**src/rtl/core/vdi_pkg.sv**
```systemverilog
// vertex dedup indexer package: sizes, coordinate compare, control types
// no dependencies
`timescale 1ns / 1ps
`default_nettype none

package vdi_pkg;

  localparam int TABLE_DEPTH = 1024;
  localparam int ADDR_W      = $clog2(TABLE_DEPTH);
  localparam int COUNT_W     = $clog2(TABLE_DEPTH + 1);
  localparam int COORD_W     = 64;
  localparam int INDEX_W     = 11;

  localparam logic [COORD_W-1:0] EXP_MASK  = 64'h7FF0_0000_0000_0000;
  localparam logic [COORD_W-1:0] FRAC_MASK = 64'h000F_FFFF_FFFF_FFFF;
  localparam logic [COORD_W-1:0] MAG_MASK  = 64'h7FFF_FFFF_FFFF_FFFF;

  typedef enum logic [1:0] {
    ST_IDLE,
    ST_SEARCH,
    ST_DELIVER
  } vdi_state_t;

  typedef struct packed {
    logic accept;   // latch incoming vertex, start search
    logic step;     // issue next table read, compare previous
    logic hit;      // record match result
    logic miss;     // append or flag overflow
    logic deliver;  // move result into output register
  } vdi_cmd_t;

  typedef struct packed {
    logic more;      // entries left to read
    logic match;     // entry read last cycle equals vertex
    logic out_free;  // output register can take a word
  } vdi_status_t;

  function automatic logic is_nan(input logic [COORD_W-1:0] a);
    return ((a & EXP_MASK) == EXP_MASK) && ((a & FRAC_MASK) != '0);
  endfunction

  // ieee equality on raw double bits: signed zeros equal, nan never equal
  function automatic logic coord_eq(input logic [COORD_W-1:0] a,
                                    input logic [COORD_W-1:0] b);
    logic both_zero;
    both_zero = ((a & MAG_MASK) == '0) && ((b & MAG_MASK) == '0);
    return !is_nan(a) && !is_nan(b) && (both_zero || (a == b));
  endfunction

endpackage

`default_nettype wire

```
**src/rtl/core/vdi_ctrl.sv**
```systemverilog
// vertex dedup indexer controller: idle / search / deliver sequencing
// depends on vdi_pkg
`timescale 1ns / 1ps
`default_nettype none

module vdi_ctrl (
  input  logic                clk,
  input  logic                rst,
  input  logic                in_valid,
  output logic                in_ready,
  input  vdi_pkg::vdi_status_t status,
  output vdi_pkg::vdi_cmd_t    cmd
);
  import vdi_pkg::*;

  vdi_state_t state;
  vdi_state_t state_next;

  always_ff @(posedge clk) begin
    if (rst) begin
      state <= ST_IDLE;
    end else begin
      state <= state_next;
    end
  end

  always_comb begin
    state_next = state;
    in_ready   = 1'b0;
    cmd        = '0;
    unique case (state)
      ST_IDLE: begin
        in_ready = 1'b1;
        if (in_valid) begin
          cmd.accept = 1'b1;
          state_next = ST_SEARCH;
        end
      end
      ST_SEARCH: begin
        cmd.step = 1'b1;
        priority if (status.match) begin
          cmd.hit    = 1'b1;
          state_next = ST_DELIVER;
        end else if (!status.more) begin
          // last entry compared without a match, or the table is empty
          cmd.miss   = 1'b1;
          state_next = ST_DELIVER;
        end
      end
      ST_DELIVER: begin
        if (status.out_free) begin
          cmd.deliver = 1'b1;
          state_next  = ST_IDLE;
        end
      end
      default: begin
        state_next = ST_IDLE;
      end
    endcase
  end

endmodule

`default_nettype wire

```
**config.mk**
```make
export PLATFORM = sky130hd
export DESIGN_NAME = vdi_ctrl
export DESIGN_NICKNAME = d
export VERILOG_FILES = /design/src/rtl/core/vdi_pkg.sv /design/src/rtl/core/vdi_ctrl.sv
export SDC_FILE = /design/constraint.sdc
export NUM_CORES = 1
export LEC_CHECK = 0
export BUFFER_PORTS_ARGS = -buffer_cell sky130_fd_sc_hd__clkbuf_2
export CAP_MARGIN = 20
export CORE_AREA = 2 2 39 41
export DETAILED_ROUTE_END_ITERATION = 10
export DIE_AREA = 0 0 41 43
export HOLD_SLACK_MARGIN = 0.05
export PLACE_DENSITY = 0.3
export SETUP_SLACK_MARGIN = 0.05
export SYNTH_ARGS = -nofsm -noshare
export SYNTH_HDL_FRONTEND = slang
export SYNTH_SLANG_ARGS = --single-unit
```
**constraint.sdc**
```tcl
create_clock -name clk -period 1.3 [get_ports clk]
set_clock_uncertainty 0.05 [all_clocks]
set_input_delay 0.065 -clock clk [delete_from_list [all_inputs] [get_ports clk]]
set_output_delay 0.065 -clock clk [all_outputs]
set_load 0.005 [all_outputs]
```
==> flow_metrics.py <==
metrics = {
    "outcome": {
        "outcome": "complete, no violations",
    },
    "clock_tree": {
        "cts_sinks": 2,
        "insertion_delay_ps": 220,
        "cts-root-buf": "clkbuf_4",
        "clk_pin_slew_worst_paths_ps": 30,
        "numCtsBuffers": 3,
        "h-tree-depth": 1,
        "cts_buffer_depth": 2,
        "tritoncts": "done",
    },
    "timing": {
        "slew_headroom": 0.892,
        "setup_tns_ps": 0,
        "rsz0062_at_grt": "no",
        "hold_violations": 0,
        "slew_violations": 0,
        "max_freq_ghz": 0.861,
        "setup_viol": 0,
        "period_share": 0.893,
        "worstMarginPinSlew_ps": 161,
        "fin_crit_ps": 1160,
    },
    "routing": {
        "wl_per_cell_um": 7.59,
        "viasPerCell": 3.46,
        "postRouteAntennaNets": 0,
        "vias": 159,
        "routed_wirelength_um": 349,
        "drc": 0,
        "drtIter0Drc": 0,
        "first_pass_iters": 1,
    },
    "die": {
        "io_pins": 12,
        "start_util": 0.112,
        "dieArea_um2": 1760,
        "num_rows": 14,
        "core_area_um2": 1380,
        "die_w_um": 41,
        "fp.dieH_um": 43,
    },
    "grt": {
        "grt_max_degree": 7,
        "grt-ovfl-total": 0,
        "antenna_found_initial": 0,
        "grt_pass1_vias": 147,
        "grt_pass1_wl_um": 565,
        "grtUsageTotal": 0.0491,
    },
    "cells_and_area": {
        "final_area_um2": 268,
        "largest_register_ff_count": 2,
        "nNetsFinal": 38,
        "layout_common_cells": "11 x clkbuf_2, 3 x nor2_1, 3 x clkbuf_4",
        "drive_above_1_share": 0.800,
        "final_common_cell": "clkbuf_2",
        "nFillCells": 162,
        "n_antenna_cell": 0,
        "reg_top3": "state x2",
        "final_core_util": 0.193,
        "largest_register": "state",
        "area_growth_pct": 72.6,
    },
    "critical_path": {
        "slowest_stage": "dfxtp_4",
        "cp-start-kind": "flop",
        "cp_max_fo": 6,
        "crit_path_cell_trace": "nor2b_4 > nor3b_2 > clkbuf_2",
        "worstSetupEndpointType": "output pin",
        "required_ps": 1190,
        "path_class": "reg2out",
        "critPathMaxStageDelay_ps": 360,
        "critPathArrivalTime_ps": 1050,
    },
    "placement": {
        "hpwlAfterDp_um": 299,
        "port_buffers": 11,
        "place.gp.congestion": 0.498,
        "place_area_um2": 230,
    },
    "synth": {
        "ys_seq_area_frac": 0.258,
        "yosysWarnings": 0,
        "syn_area_um2": 155,
        "synth_cells": 15,
        "synth_cell_types": 12,
        "synth_nets": 21,
        "avgSynthCellArea_um2": 10.3,
        "synth-seq-cells": 2,
    },
    "pwr": {
        "vdd_ir_drop_max_v": 0.000260,
        "power_mw": 0.262,
        "leakagePower_nw": 0.133,
        "power_density_nw_per_um2": 979,
    },
    "flow_run": {
        "maxCapViolCount": 0,
    },
    "min_path": {
        "hold_class": "in2reg",
    },
}
## critical path: cells and delay by family, from the launching register on
kind                   cells  cell delay [ps]
buffers and inverters      1              130
AND/OR/NAND/NOR            2              340
flip-flops                 1              360
## stage by stage
step	setup slack [ps]	hold WS, ps	instances
final	139	126	46
after detailed placement	267	207	42
after global placement	303	202	42
after CTS	95.1	133	46
after floorplan	404	84.7	15
after global routing	53.0	150	46
## repair_timing
action | CTS | global route
hold buffers | 1 | 0
buffers inserted | 0 | 0
setup endpoints to repair | 1 | 2
gates resized for setup | 1 | 2
endpoints found under the hold margin | 2 | 0
## cell families after synthesis
kind of cell | after synthesis | synth area share
AOI/OAI and AO/OA | 1 | 0.0806
buffers and inverters | 1 | 0.0242
DFF | 2 | 0.258
muxes | 1 | 0.0967
and+or+nand+nor | 10 | 0.540
## path summary, 6_finish.rpt
| path | slack, ps | end | cells past startpoint | start |
|---|---|---|---|---|
| worst max-delay path | 140 | cmd[1] | 3 | state[0] |
| worst min register to register | 450 | state[0] | 1 | state[1] |
| worst min-delay path | 130 | state[1] | 4 | status[0] |
| worst max register to register | 430 | state[0] | 2 | state[0] |
## routing by layer
metal | share of wire | global-route usage | vias up | wire length [µm]
met5 | 0 | 0 | - | 0
met4 | 0 | 0.0400 | 0 | 0
met3 | 0.095 | 0.0157 | 0 | 33
met2 | 0.57 | 0.0813 | 5 | 198
met1 | 0.34 | 0.0447 | 72 | 117
li1 | - | - | 82 | -
## layout make-up
type / count / area, µm² / area share
flip-flops and latches: 2 / 45.0 / 0.168
clock buffers: 3 / 22.5 / 0.0841
repair buffers: 12 / 65.1 / 0.243
well taps: 16 / 20.0 / 0.0748
inverters: 1 / 3.75 / 0.0140
multi-input cells: 12 / 111 / 0.416
## Yosys cell counts
cell type | count | area share
nor2_1 | 3 | 0.073
mux2_4 | 1 | 0.097
a22oi_2 | 1 | 0.081
nor2b_4 | 1 | 0.089
nor3_1 | 1 | 0.032
nor3b_2 | 1 | 0.081
inv_1 | 1 | 0.024
dfxtp_1 | 2 | 0.26
and2_2 | 1 | 0.048
and3b_2 | 1 | 0.065
nor3_2 | 1 | 0.065
nand2b_4 | 1 | 0.089
## where the power goes
group          switching [mW]  internal (mW)  total [mW]
clock network          0.0309          0.101       0.132
logic                  0.0216         0.0346      0.0562
registers             0.00749         0.0662      0.0736
total                  0.0600          0.202       0.262
(Power assumes the default switching activity.)
